$ cat src/rtl/core/csee_pkg.sv
// C string escape encoder: shared payload types, character constants and
// the byte classification function. Used by every module of the block.
`timescale 1ns / 1ps

package csee_pkg;

    // Character constants
    localparam logic [7:0] CH_BACKSLASH = 8'h5c;
    localparam logic [7:0] CH_QUOTE     = 8'h22;
    localparam logic [7:0] CH_ZERO      = 8'h30;
    localparam logic [7:0] CH_X         = 8'h78;
    localparam logic [7:0] PRINT_LO     = 8'h20;
    localparam logic [7:0] PRINT_HI     = 8'h7e;
    localparam logic [7:0] CTL_LO       = 8'h07;
    localparam logic [7:0] CTL_HI       = 8'h0d;

    localparam logic [0:15][7:0] HEX_DIGITS  = "0123456789abcdef";
    localparam logic [0:6][7:0]  CTL_LETTERS = "abtnvfr";

    // Escape lengths, stored as length minus one
    localparam logic [1:0] LEN1 = 2'd0;
    localparam logic [1:0] LEN2 = 2'd1;
    localparam logic [1:0] LEN4 = 2'd3;

    // Configuration register map
    localparam logic REG_OUT_CAPACITY = 1'b0;
    localparam logic [15:0] CAPACITY_RESET = 16'hffff;

    typedef struct packed {
        logic [7:0] in_byte;
        logic       last_byte;
    } t_in_item;

    typedef struct packed {
        logic [7:0]  out_char;
        logic        run_end;
        logic [15:0] written_count;
    } t_out_item;

    // One classified byte: its escape characters, length and the count
    // before its first character
    typedef struct packed {
        logic [3:0][7:0] chars;
        logic [1:0]      len_m1;
        logic [15:0]     base;
    } t_job;

    function automatic t_job escape_byte(input logic [7:0] b);
        t_job       j;
        logic [2:0] ci;
        j      = '0;
        ci     = 3'(b - CTL_LO);
        if (b >= PRINT_LO && b <= PRINT_HI) begin
            if (b == CH_QUOTE || b == CH_BACKSLASH) begin
                j.chars[0] = CH_BACKSLASH;
                j.chars[1] = b;
                j.len_m1   = LEN2;
            end else begin
                j.chars[0] = b;
                j.len_m1   = LEN1;
            end
        end else if (b >= CTL_LO && b <= CTL_HI) begin
            j.chars[0] = CH_BACKSLASH;
            j.chars[1] = CTL_LETTERS[ci];
            j.len_m1   = LEN2;
        end else if (b == 8'h00) begin
            j.chars[0] = CH_BACKSLASH;
            j.chars[1] = CH_ZERO;
            j.len_m1   = LEN2;
        end else begin
            j.chars[0] = CH_BACKSLASH;
            j.chars[1] = CH_X;
            j.chars[2] = HEX_DIGITS[b[7:4]];
            j.chars[3] = HEX_DIGITS[b[3:0]];
            j.len_m1   = LEN4;
        end
        return j;
    endfunction

endpackage

$ cat src/rtl/core/csee_front.sv
// Front part: accepts input bytes, classifies them, tracks the per-string
// budget and count, and pushes one job per emitting byte. Uses csee_pkg.
`timescale 1ns / 1ps

module csee_front #(
    parameter int COUNT_WIDTH = 16
) (
    input  logic              i_clk,
    input  logic              i_rst_n,
    input  logic              i_push,
    input  csee_pkg::t_in_item i_item,
    input  logic [15:0]       i_capacity,
    input  logic              i_q_full,
    output logic              o_q_push,
    output csee_pkg::t_job    o_job
);

    logic                   r_fresh, n_fresh;
    logic                   r_halted, n_halted;
    logic [15:0]            r_budget, n_budget;
    logic [COUNT_WIDTH-1:0] r_count, n_count;

    logic                   take;
    logic                   halted_eff;
    logic [15:0]            budget_eff;
    logic [COUNT_WIDTH-1:0] count_eff;
    logic [2:0]             len;
    logic                   fits;
    csee_pkg::t_job         esc;

    assign take = i_push && !i_q_full;

    // Start of a string: reload budget, clear stop flag and count
    assign halted_eff = r_fresh ? 1'b0 : r_halted;
    assign budget_eff = r_fresh ? i_capacity : r_budget;
    assign count_eff  = r_fresh ? '0 : r_count;

    assign esc  = csee_pkg::escape_byte(i_item.in_byte);
    assign len  = {1'b0, esc.len_m1} + 3'd1;
    assign fits = {13'd0, len} <= budget_eff;

    // Build the job for the queue
    always_comb begin
        o_job      = esc;
        o_job.base = 16'(count_eff);
        o_q_push   = take && !halted_eff && fits;
    end

    // Next string state
    always_comb begin
        n_fresh  = r_fresh;
        n_halted = r_halted;
        n_budget = r_budget;
        n_count  = r_count;
        if (take) begin
            n_fresh  = i_item.last_byte;
            n_halted = halted_eff;
            n_budget = budget_eff;
            n_count  = count_eff;
            if (!halted_eff) begin
                if (fits) begin
                    n_budget = budget_eff - {13'd0, len};
                    n_count  = count_eff + COUNT_WIDTH'(len);
                end else begin
                    n_halted = 1'b1;
                end
            end
        end
    end

    // Hold string state
    always_ff @(posedge i_clk) begin
        if (!i_rst_n) begin
            r_fresh  <= 1'b1;
            r_halted <= 1'b0;
            r_budget <= csee_pkg::CAPACITY_RESET;
            r_count  <= '0;
        end else begin
            r_fresh  <= n_fresh;
            r_halted <= n_halted;
            r_budget <= n_budget;
            r_count  <= n_count;
        end
    end

endmodule

$ cat src/rtl/core/csee_jobq.sv
// Two-entry job queue between the front and back parts.
// Uses the job type from csee_pkg.
`timescale 1ns / 1ps

module csee_jobq (
    input  logic           i_clk,
    input  logic           i_rst_n,
    input  logic           i_push,
    input  csee_pkg::t_job i_job,
    input  logic           i_pop,
    output logic           o_full,
    output logic           o_empty,
    output csee_pkg::t_job o_head
);

    localparam int DEPTH = 2;
    localparam int AW    = $clog2(DEPTH);

    csee_pkg::t_job r_mem [DEPTH];
    logic [AW-1:0]  r_wptr, r_rptr;
    logic [AW:0]    r_cnt, n_cnt;
    logic           do_push, do_pop;

    assign o_full  = r_cnt == (AW+1)'(DEPTH);
    assign o_empty = r_cnt == '0;
    assign o_head  = r_mem[r_rptr];
    assign do_push = i_push && !o_full;
    assign do_pop  = i_pop && !o_empty;

    always_comb begin
        n_cnt = r_cnt;
        if (do_push && !do_pop) begin
            n_cnt = r_cnt + 1'b1;
        end else if (do_pop && !do_push) begin
            n_cnt = r_cnt - 1'b1;
        end
    end

    // Advance pointers and count
    always_ff @(posedge i_clk) begin
        if (!i_rst_n) begin
            r_wptr <= '0;
            r_rptr <= '0;
            r_cnt  <= '0;
        end else begin
            r_cnt <= n_cnt;
            if (do_push) begin
                r_wptr <= r_wptr + 1'b1;
            end
            if (do_pop) begin
                r_rptr <= r_rptr + 1'b1;
            end
        end
    end

    // Store entries
    always_ff @(posedge i_clk) begin
        if (do_push) begin
            r_mem[r_wptr] <= i_job;
        end
    end

endmodule

$ cat src/rtl/core/csee_back.sv
// Back part: walks the head job's characters into the result register,
// one per cycle while that is free or popped. Uses csee_pkg.
`timescale 1ns / 1ps

module csee_back #(
    parameter int COUNT_WIDTH = 16
) (
    input  logic               i_clk,
    input  logic               i_rst_n,
    input  logic               i_q_empty,
    input  csee_pkg::t_job     i_head,
    output logic               o_q_pop,
    input  logic               i_pop,
    output logic               o_empty,
    output csee_pkg::t_out_item o_item
);

    logic                    r_valid;
    csee_pkg::t_out_item     r_item;
    logic [1:0]              r_idx;
    logic                    load;
    logic                    last_char;
    logic [COUNT_WIDTH-1:0]  wc;

    assign load      = !i_q_empty && (!r_valid || i_pop);
    assign last_char = r_idx == i_head.len_m1;
    assign o_q_pop   = load && last_char;
    assign wc        = COUNT_WIDTH'(i_head.base) + COUNT_WIDTH'({1'b0, r_idx} + 3'd1);

    assign o_empty = !r_valid;
    assign o_item  = r_item;

    // Hold the result until taken, refill as soon as it goes
    always_ff @(posedge i_clk) begin
        if (!i_rst_n) begin
            r_valid <= 1'b0;
            r_idx   <= '0;
        end else begin
            if (load) begin
                r_valid <= 1'b1;
                r_idx   <= last_char ? 2'd0 : r_idx + 2'd1;
            end else if (i_pop) begin
                r_valid <= 1'b0;
            end
        end
    end

    always_ff @(posedge i_clk) begin
        if (load) begin
            r_item.out_char      <= i_head.chars[r_idx];
            r_item.run_end       <= last_char;
            r_item.written_count <= 16'(wc);
        end
    end

endmodule

$ cat src/rtl/core/c_string_escape_encoder_core.sv
// Top level of the C string escape encoder: configuration register,
// front part, job queue and back part. Uses csee_pkg and three csee_ modules.
`timescale 1ns / 1ps

// Usage
//   Input queue: drive i_item and raise push; the byte transfers at an edge
//   where push is high and full is low. last_byte marks the end of a string.
//   Result queue: while empty is low, o_item holds the oldest character;
//   raise pop to transfer it. Each input byte gives 1, 2 or 4 characters,
//   or none once the string has run out of budget.
//   Path: a byte's job is written into the job queue, and its first
//   character then goes from there into the back part's result register.
//   Throughput: one character per cycle while each result is popped as it
//   appears, set by the back part's result register; a byte with n
//   characters loads it n times, so hex escapes take four loads per byte.
//   Stalls: a two-entry job queue sits between front and back; full rises
//   when it holds two jobs and falls the cycle after the back part takes
//   the last character of the oldest job.
//   Configuration: out_capacity at byte address 0 over the APB port, read
//   and write; it applies from the next string onwards.
//   Reset: both queues empty, out_capacity returns to 65535 and the next
//   byte starts a new string. No clearing pass is needed.

module c_string_escape_encoder_core #(
    parameter int COUNT_WIDTH = 16
) (
    input  logic                i_clk,
    input  logic                i_rst_n,
    input  logic                push,
    output logic                full,
    input  csee_pkg::t_in_item  i_item,
    output logic                empty,
    input  logic                pop,
    output csee_pkg::t_out_item o_item,
    input  logic                psel,
    input  logic                penable,
    input  logic                pwrite,
    input  logic [2:0]          paddr,
    input  logic [31:0]         pwdata,
    output logic [31:0]         prdata,
    output logic                pready
);

    logic [15:0]    r_capacity;
    logic           q_push, q_pop, q_full, q_empty;
    csee_pkg::t_job f_job, q_head;

    // Configuration port
    assign pready = 1'b1;
    assign prdata = (paddr[2] == csee_pkg::REG_OUT_CAPACITY) ? {16'd0, r_capacity} : 32'd0;

    always_ff @(posedge i_clk) begin
        if (!i_rst_n) begin
            r_capacity <= csee_pkg::CAPACITY_RESET;
        end else if (psel && penable && pwrite && pready
                     && paddr[2] == csee_pkg::REG_OUT_CAPACITY) begin
            r_capacity <= pwdata[15:0];
        end
    end

    assign full = q_full;

    csee_front #(
        .COUNT_WIDTH(COUNT_WIDTH)
    ) u_front (
        .i_clk     (i_clk),
        .i_rst_n   (i_rst_n),
        .i_push    (push),
        .i_item    (i_item),
        .i_capacity(r_capacity),
        .i_q_full  (q_full),
        .o_q_push  (q_push),
        .o_job     (f_job)
    );

    csee_jobq u_jobq (
        .i_clk  (i_clk),
        .i_rst_n(i_rst_n),
        .i_push (q_push),
        .i_job  (f_job),
        .i_pop  (q_pop),
        .o_full (q_full),
        .o_empty(q_empty),
        .o_head (q_head)
    );

    csee_back #(
        .COUNT_WIDTH(COUNT_WIDTH)
    ) u_back (
        .i_clk    (i_clk),
        .i_rst_n  (i_rst_n),
        .i_q_empty(q_empty),
        .i_head   (q_head),
        .o_q_pop  (q_pop),
        .i_pop    (pop),
        .o_empty  (empty),
        .o_item   (o_item)
    );

endmodule

$ cat config.mk
export PLATFORM = sky130hd
export DESIGN_NAME = c_string_escape_encoder_core
export DESIGN_NICKNAME = d
export VERILOG_FILES = /design/src/rtl/core/csee_pkg.sv /design/src/rtl/core/csee_front.sv /design/src/rtl/core/csee_jobq.sv /design/src/rtl/core/csee_back.sv /design/src/rtl/core/c_string_escape_encoder_core.sv
export SDC_FILE = /design/constraint.sdc
export NUM_CORES = 1
export LEC_CHECK = 0
export ABC_AREA = 1
export BUFFER_PORTS_ARGS = -buffer_cell sky130_fd_sc_hd__clkbuf_2
export CAP_MARGIN = 10
export CELL_PAD_IN_SITES_DETAIL_PLACEMENT = 0
export CELL_PAD_IN_SITES_GLOBAL_PLACEMENT = 1
export CORE_AREA = 2 2 153 155
export CTS_CLUSTER_SIZE = 16
export DETAILED_ROUTE_END_ITERATION = 6
export DIE_AREA = 0 0 155 157
export GPL_TIMING_DRIVEN = 1
export PLACE_DENSITY_LB_ADDON = 0.1
export SLEW_MARGIN = 10
export SYNTH_ARGS = -nofsm -noshare
export SYNTH_HDL_FRONTEND = slang
export SYNTH_SLANG_ARGS = --single-unit
$ cat constraint.sdc
create_clock -name i_clk -period 4.9 [get_ports i_clk]
set_input_delay 0.245 -clock i_clk [delete_from_list [all_inputs] [get_ports i_clk]]
set_output_delay 0.245 -clock i_clk [all_outputs]
set_load 0.005 [all_outputs]
==> results of run 1 <==
final cells by class:
| cell class | count | area [um^2] |
|---|---|---|
| Fill cell | 2222 | 12300 |
| Sequential cell | 175 | 4670 |
| Multi-Input combinational cell | 670 | 3600 |
| Timing Repair Buffer | 90 | 488 |
| Inverter | 121 | 459 |
| Clock buffer | 19 | 433 |
| Tap cell | 285 | 357 |
| Clock inverter | 13 | 178 |
synth_stat cells, types with 3 or more instances:
| master | n | area (um^2) |
|---|---|---|
| buf_6 | 4 | 45.0 |
| nand4_1 | 12 | 75.1 |
| buf_1 | 3 | 11.3 |
| nor4_1 | 3 | 18.8 |
| inv_1 | 114 | 428 |
| buf_2 | 6 | 30.0 |
| o22ai_1 | 7 | 43.8 |
| nand2_1 | 152 | 571 |
| nor3_1 | 16 | 80.1 |
| ha_1 | 21 | 263 |
| nor2_2 | 7 | 43.8 |
| a31oi_1 | 7 | 43.8 |
| nand3_1 | 38 | 190 |
| nand2_4 | 4 | 45.0 |
| or2_2 | 10 | 62.6 |
| dfxtp_1 | 58 | 1160 |
| o21ai_2 | 3 | 26.3 |
| a211oi_1 | 7 | 52.6 |
| fa_1 | 3 | 60.1 |
| a21oi_1 | 42 | 210 |
| clkbuf_1 | 22 | 82.6 |
| nand3b_1 | 4 | 30.0 |
| buf_4 | 19 | 143 |
| nand2_2 | 7 | 43.8 |
| o21ai_0 | 63 | 315 |
| edfxtp_1 | 117 | 3510 |
| nor3_2 | 3 | 30.0 |
| inv_2 | 3 | 11.3 |
| o211ai_1 | 19 | 143 |
| o21a_1 | 4 | 30.0 |
| xor2_1 | 20 | 175 |
| xnor2_1 | 3 | 26.3 |
| mux2i_1 | 5 | 50.1 |
| nor2_1 | 151 | 567 |
| nor2_4 | 4 | 45.0 |
| o21ai_1 | 16 | 80.1 |
critical path, cell delays in order:
cell and delay, ns:
clkbuf_2 0.17, inv_1 0.23, ha_1 0.22, nand4_1 0.10, o21ai_0 0.34, nor2_1 0.09
buf_4 0.19, nor2_1 0.26, inv_1 0.13, ha_1 0.32, nand2_1 0.06, nor2_1 0.12
nand3_2 0.09, nand2_2 0.10, inv_2 0.04, nand3_2 0.27, nand2_2 0.24, nor2_4 0.14
buf_4 0.35
final timing paths:
kind	start	end	slack [ns]	cells past startpoint
setup / recovery	i_item[2]	u_jobq.r_mem[0][24]$_DFFE_PP_	1.27	19
hold reg to reg	u_front.r_budget[5]$_SDFFE_PN1P_	u_front.r_budget[5]$_SDFFE_PN1P_	0.46	2
hold / removal	pwdata[11]	r_capacity[11]$_SDFFE_PN1P_	0.02	3
setup reg to reg	u_front.r_fresh$_SDFFE_PN1P_	u_jobq.r_mem[0][24]$_DFFE_PP_	1.62	11
layout by cell type (no fill, tap or decap), types with 3 or more instances in the layout:
cell / netlist / final
nand2_1: 152 / 152
nor2_1: 151 / 148
edfxtp_1: 117 / 117
inv_1: 114 / 114
clkbuf_2: 0 / 75
o21ai_0: 63 / 63
dfxtp_1: 58 / 58
a21oi_1: 42 / 41
nand3_1: 38 / 38
ha_1: 21 / 21
conb_1: 2 / 21
xor2_1: 20 / 20
o211ai_1: 19 / 19
clkbuf_16: 0 / 17
nor3_1: 16 / 16
o21ai_1: 16 / 16
buf_4: 19 / 15
nand4_1: 12 / 12
or2_2: 10 / 10
nor2_2: 7 / 8
a211oi_1: 7 / 7
o22ai_1: 7 / 7
a31oi_1: 7 / 7
nand2_2: 7 / 7
nor2_4: 4 / 6
mux2i_1: 5 / 5
nand3b_1: 4 / 4
o21a_1: 4 / 4
nand2_4: 4 / 4
inv_6: 0 / 4
nor3_2: 3 / 3
xnor2_1: 3 / 3
nor4_1: 3 / 3
inv_2: 3 / 3
o21ai_2: 3 / 3
a21oi_2: 2 / 3
fa_1: 3 / 3
bufinv_16: 0 / 3
flip-flops by register name (all words and copies together), names as in the netlist, named ones only:
register and cells:
u_jobq.r_mem 92, u_back.o_item 25, r_capacity 16, u_front.r_budget 16, u_front.r_count 16, u_back.r_idx 2
u_jobq.r_cnt 2, u_back.r_valid 1, u_front.r_fresh 1, u_front.r_halted 1, u_jobq.r_rptr 1, u_jobq.r_wptr 1
power groups by stage:
| stage | Combinational [mW] | Sequential (mW) | Clock, mW |
|---|---|---|---|
| 5_1_grt | 1.53 | 2.07 | 1.50 |
| 2_1_floorplan | 0.903 | 2.09 | 0 |
| 3_3_place_gp | 1.36 | 2.07 | 0 |
| 6_report | 1.33 | 2.04 | 1.41 |
| 3_5_place_dp | 1.36 | 2.08 | 0 |
| 4_1_cts | 1.37 | 2.04 | 1.44 |
per-stage QoR:
step           std cells  area (um^2)  setup WS [ns]  power, mW
5_1_grt             1373        10200          0.938       5.10
6_report            1373        10200           1.27       4.79
4_1_cts             1373        10200           1.25       4.85
3_5_place_dp        1341         9580          0.793       3.44
3_3_place_gp        1341         9580          0.853       3.43
2_1_floorplan       1020         9030          0.667       3.00
routing by layer:
layer / up-vias / track usage
met3: 17 / 0.0289
met2: 122 / 0.278
met4: 0 / 0.0437
li1: 3455 / -
met1: 3047 / 0.230
met5: - / 0
cell families after synthesis:
group                      count (synthesis)  share of synthesized area
buffers and inverters                    175                     0.0860
other                                      2                   0.000838
adders and majority gates                 24                     0.0360
AOI/OAI and AO/OA                        178                      0.116
and+or+nand+nor                          419                      0.211
DFF                                      175                      0.522
muxes                                      5                    0.00559
xor gates and xnor gates                  23                     0.0225
==> results.md, run 1 <==
- Die Wd: 155 um
- Initial Utilization: 0.398
- CP Launch Type: input pin
- Arr. time, crit path: 3.72 ns
- Clock share of power: 0.295
- Inserted Diodes: 0
- Slew HR: 0.223
- Die ar.: 24300 um^2
- Max frequency: around 280 MHz
- Peak supply drop: ~0.24 mV
- Global-route usage over all layers: 0.168
- Max Cap Violations: 0
- Max layer used: met4
- Setup_tns: 0 ns
- Async S/R FF share, synth: 0
- Routed Antenna Nets: 0
- Dpl hpwl: approximately 14000 um
- Fin crit period: 3.63 ns
- DRC: 0
- Synth warn: 0
- Vias per cell: approximately 4.8
- Mean routed wirelength per cell: ~15 um
- Die height: 157 um
- Cell row count: 55
- H-tree depth: 4
- Resize count post-CTS: 0
- Final hold vios: 0
- Reg power frac: 0.426
- Endpoints failing setup: 0
- Post-CTS Setup Repair Bufs: 0
- Number of global-route vias before repair: 6133
- Mapped Area: 8960 um^2
- Syn Area/Cell: 8.95 um^2
- First-pass GRT wire length: 32100 um
- Core Box Area: around 23000 um^2
- Final period utilization: 0.741
- Io pins: 111
- Final nets: 1150
- Via count: 6641
- Initial DRC Count: approximately 400
- Hold Buf Count CTS: 0
- WP data required: ~5.0 ns
- Status: finished, final reports clean
- Yosys reg bits: 175
- GRT overflow: 0
- Met1 wire length: around 9800 um
- Pwr/cell area: 470 nW/um^2
- Met2 WL post-DR: ~9000 um
- Register area share after synthesis: 0.522
- Area growth from synthesis to layout: 13.8%
- LEAKAGE: 4.09 nW
- DRT Pass-1 Iters: 4
- Post-Syn Instances: roughly 1000
- Combinational share of power: 0.278
- Internal power: 3.23 mW
- Sw frac: 0.325
- CTS tree: done
- Fin util: 0.453
- Inserted Clock Buffers: 17
- Critical path type: in2reg
- Largest net degree at the start of global routing: 47
- IO buf count: 75
- CTS clock-pin slew for the worst setup and hold paths: about 0.07 ns
- Top_reg_cell synth: edfxtp_1
- Worst-Margin Slew: 1.16 ns
- Routed wl met3: 717 um
- CTS sink cnt: 175
- Antenna violations before repair: 0
- EDFF count, synth: 117
- Max Root-Sink Buffers: 2
- Hold Path Class: in2reg
- RSZ-0062 raised after global routing: false
- Crit end category: flop
- Routed WL: 19900 um
- Max Slew Vio Count: 0
- Worst-skew pair later-pin latency: 0.43 ns
- Distinct cells, synth: 50
- Clock Skew: approximately 0.012 ns
- GP Congestion: between 0.7 and 0.8
- Share of layout cells above drive strength 1: 0.163
- Root cell of the clock tree: clkbuf_16
- Crit Path Max Fanout: 27
- Hold WS: 0.0220 ns
- Sw Pwr: around 1.6 mW
Power figures use the tool's default switching activity.
==> run 2, diff against run 1 <==
==> constraint.sdc (replaced) <==
create_clock -name i_clk -period 3.2 [get_ports i_clk]
set_input_delay 0.16 -clock i_clk [delete_from_list [all_inputs] [get_ports i_clk]]
set_output_delay 0.16 -clock i_clk [all_outputs]
set_load 0.005 [all_outputs]
==> run 2 against run 1 <==
Clock power up 51%. Combinational power increased by 64%. Clock-buffer cell count shrank 1. Non-clock buffer count up 41. First-iteration DRC count decreased by 16%. Cell area up 4.8%. Utilization grew 2.2 points. Critical endpoint is now u_back.o_item[15]$_DFFE_PP_.
==> results.md, run 2 (synthesis results as in run 1) <==
- Sw frac: 0.330 (was 0.325)
- DRT Pass-1 Iters: 4 (unchanged)
- Cell row count: 55 (unchanged)
- Io pins: 111 (unchanged)
- Crit end category: flop (unchanged)
- Cell breakdown of the critical path: inv_1 -> buf_4 -> nand2_1 -> nand2_1 -> ha_1 -> nand3_1 -> and2_1 -> nor2_1 -> nand2_1 -> nor3_2 -> nand3_1 -> nor2_1 -> nand2_1 -> nor3_2 -> nand2_1 -> nor2_1 -> xnor2_1 (was clkbuf_2 -> inv_1 -> ha_1 -> nand4_1 -> o21ai_0 -> nor2_1 -> buf_4 -> nor2_1 -> inv_1 -> ha_1 -> nand2_1 -> nor2_1 -> nand3_2 -> nand2_2 -> inv_2 -> nand3_2 -> nand2_2 -> nor2_4 -> buf_4)
- Fin util: 0.475 (was 0.453)
- Final period utilization: 0.915
- Clock Skew: 0.0132 ns (was 0.0124 ns)
- GR Layer Usage met1: 0.245 (was 0.230)
- Reg-to-reg slack, setup: 0.27 ns (was 1.62 ns)
- Power Total: 7.44 mW (was 4.79 mW)
- Routed Antenna Nets: 0 (unchanged)
- Commonest cells after routing, fill and taps aside: 152 x nand2_1, 146 x nor2_1, 117 x edfxtp_1 (was 152 x nand2_1, 148 x nor2_1, 117 x edfxtp_1)
- GP Congestion: 0.784 (was 0.799)
- Max frequency: approximately 340 MHz
- Initial Utilization: 0.398 (unchanged)
- First-pass GRT wire length: 33100 um (was 32100 um)
- CTS tree: done (unchanged)
- Inserted Diodes: 0 (unchanged)
- Sw Pwr: 2.45 mW (was 1.56 mW)
- Initial DRC Count: 343 (was 409)
- Vias per cell: 4.79 (was 4.84)
- Inserted Clock Buffers: 17 (unchanged)
- Pwr/cell area: 697 nW/um^2 (was 470 nW/um^2)
- Combinational share of power: 0.293 (was 0.278)
- IO buf count: 75 (unchanged)
- Max reg flops: 92 (unchanged)
- CTS clock-pin slew for the worst setup and hold paths: 0.07 ns (about the same)
- Leading cell type in the layout, fill and taps excluded: nand2_1 (unchanged)
- Reg with most FFs: u_jobq.r_mem (unchanged)
- Endpoints failing setup: 0 (unchanged)
- Internal power: 4.99 mW (was 3.23 mW)
- Final hold vios: 0 (unchanged)
- H-tree depth: 4 (unchanged)
- CTS sink cnt: 175 (unchanged)
- Number of global-route vias before repair: 6463 (was 6133)
- Peak supply drop: 0.334 mV (was 0.244 mV)
- Core Box Area: 22500 um^2 (unchanged)
- Status: finished, final reports clean (unchanged)
- Slew HR: 0.581 (was 0.223)
- Hold Path Class: in2reg (unchanged)
- DRC: 0 (unchanged)
- Global-route usage over all layers: 0.176 (was 0.168)
- LEAKAGE: 4.29 nW (was 4.09 nW)
- CP dominant cell by count: nand2_1 (was nor2_1)
- Post-place setup slack: 0.0463 ns (was 0.793 ns)
- GRT Max-Usage Layer: met2 (unchanged)
- Arr. time, crit path: 3.11 ns (was 3.72 ns)
- CP max-delay cell: dfxtp_1 (was buf_4)
- Mean routed wirelength per cell: 14.4 um (was 14.5 um)
- Setup WS post-layout: 0.272 ns (was 1.27 ns)
- Global routing usage on met2: 0.288 (was 0.278)
- # fillers: 2208 (was 2222)
- HP Start: pop (was pwdata[11])
- Via count: 6777 (was 6641)
- Crit Path Max Fanout: 21 (was 27)
- Post-CTS Setup Repair Bufs: 0 (unchanged)
- R2R depth: 17 (was 11)
- Routed WL: 20400 um (was 19900 um)
- Met3 GRT Util: 0.0339 (was 0.0289)
- Clock share of power: 0.286 (was 0.295)
- RSZ-0062 raised after global routing: true (was false)
- Cell count of the worst hold path: 4 (was 3)
- Max Slew Vio Count: 0 (unchanged)
- Die Wd: 155 um (unchanged)
- Worst-skew pair later-pin latency: 0.43 ns (about the same)
- Worst-Margin Slew: 0.624 ns (was 1.16 ns)
- Die ar.: 24300 um^2 (unchanged)
- Die height: 157 um (unchanged)
- Fin crit period: 2.93 ns
- Max Cap Violations: 0 (unchanged)
- GRT overflow: 0 (unchanged)
- Reg power frac: 0.421 (was 0.426)
- WP data required: 3.38 ns (was 4.99 ns)
- Dpl hpwl: 14700 um (was 14100 um)
- Max Root-Sink Buffers: 2 (unchanged)
- Area growth from synthesis to layout: 19.2% (was 13.8%)
- Share of layout cells above drive strength 1: 0.194 (was 0.163)
- Reg2reg end: u_back.o_item[15]$_DFFE_PP_ (was u_jobq.r_mem[0][24]$_DFFE_PP_)
- Antenna violations before repair: 0 (unchanged)
- Slowest stage delay, CP: 0.41 ns (was 0.35 ns)
- Hold Path End: u_back.r_valid$_SDFFE_PN0P_ (was r_capacity[11]$_SDFFE_PN1P_)
- Largest net degree at the start of global routing: 33 (was 47)
- Critical path type: reg2reg (was in2reg)
- Root cell of the clock tree: clkbuf_16 (unchanged)
- Setup_tns: 0 ns (unchanged)
- CP Launch Type: flop (was input pin)
- Final nets: 1191 (was 1150)
run 2: power by group through the flow:
stage,Combinational [mW],Clock (mW),Sequential (mW)
global placement,2.19,0,3.18
detailed placement,2.20,0,3.19
finish,2.18,2.13,3.14
CTS,2.22,2.17,3.14
floorplan,1.41,0,3.20
global route,2.49,2.28,3.18
run 2: per-stage QoR:
stage               cell area [um^2]  cells  hold slack [ns]
finish                         10700   1414           0.0545
global route                   10700   1414           0.0605
CTS                            10700   1414           0.0451
detailed placement              9890   1365            0.380
global placement                9890   1365            0.376
floorplan                       9140   1020            0.290
run 2: cell type report:
type	count	area, um^2	area share
Sequential cell	175	4670	0.438
Multi-Input combinational cell	670	3680	0.345
Timing Repair Buffer	131	892	0.0835
Inverter	121	469	0.0439
Clock buffer	18	429	0.0402
Tap cell	285	357	0.0334
Clock inverter	14	173	0.0162
run 2: routing by layer:
| metal | wire length [um] | vias up |
|---|---|---|
| li1 | - | 3541 |
| met1 | 10000 | 3134 |
| met2 | 9610 | 90 |
| met3 | 583 | 12 |
| met4 | 140 | 0 |
| met5 | 0 | - |
run 2: how the worst max path moves through the flow:
stage	slack [ns]	startpoint	depth (start not counted)	endpoint
after CTS	0.19	flop	17	u_back.o_item[15]$_DFFE_PP_
after global routing	-0.02	flop	17	u_back.o_item[15]$_DFFE_PP_
after detailed placement	0.05	i_item[5]	19	u_jobq.r_cnt[1]$_SDFFE_PN0P_
final	0.27	flop	17	u_back.o_item[15]$_DFFE_PP_
after floorplan	0.003	i_item[5]	20	u_jobq.r_mem[1][0]$_DFFE_PP_
after global placement	0.06	i_item[5]	19	u_jobq.r_cnt[1]$_SDFFE_PN0P_
run 2: timing repair:
item | 4_1_cts | 5_1_grt
resized for setup | 0 | 4
hold buffers | 17 | 0
endpoints found under the hold margin | 17 | 0
endpoints found under the setup margin | 0 | 2
run 2: worst max-delay path, delay by kind of cell, from the launching register on:
family,cells,cell delay [ns]
xor+xnor,1,0.07
fa+ha+maj,1,0.35
flops,1,0.41
buf+inv,2,0.34
simple gates,13,1.49
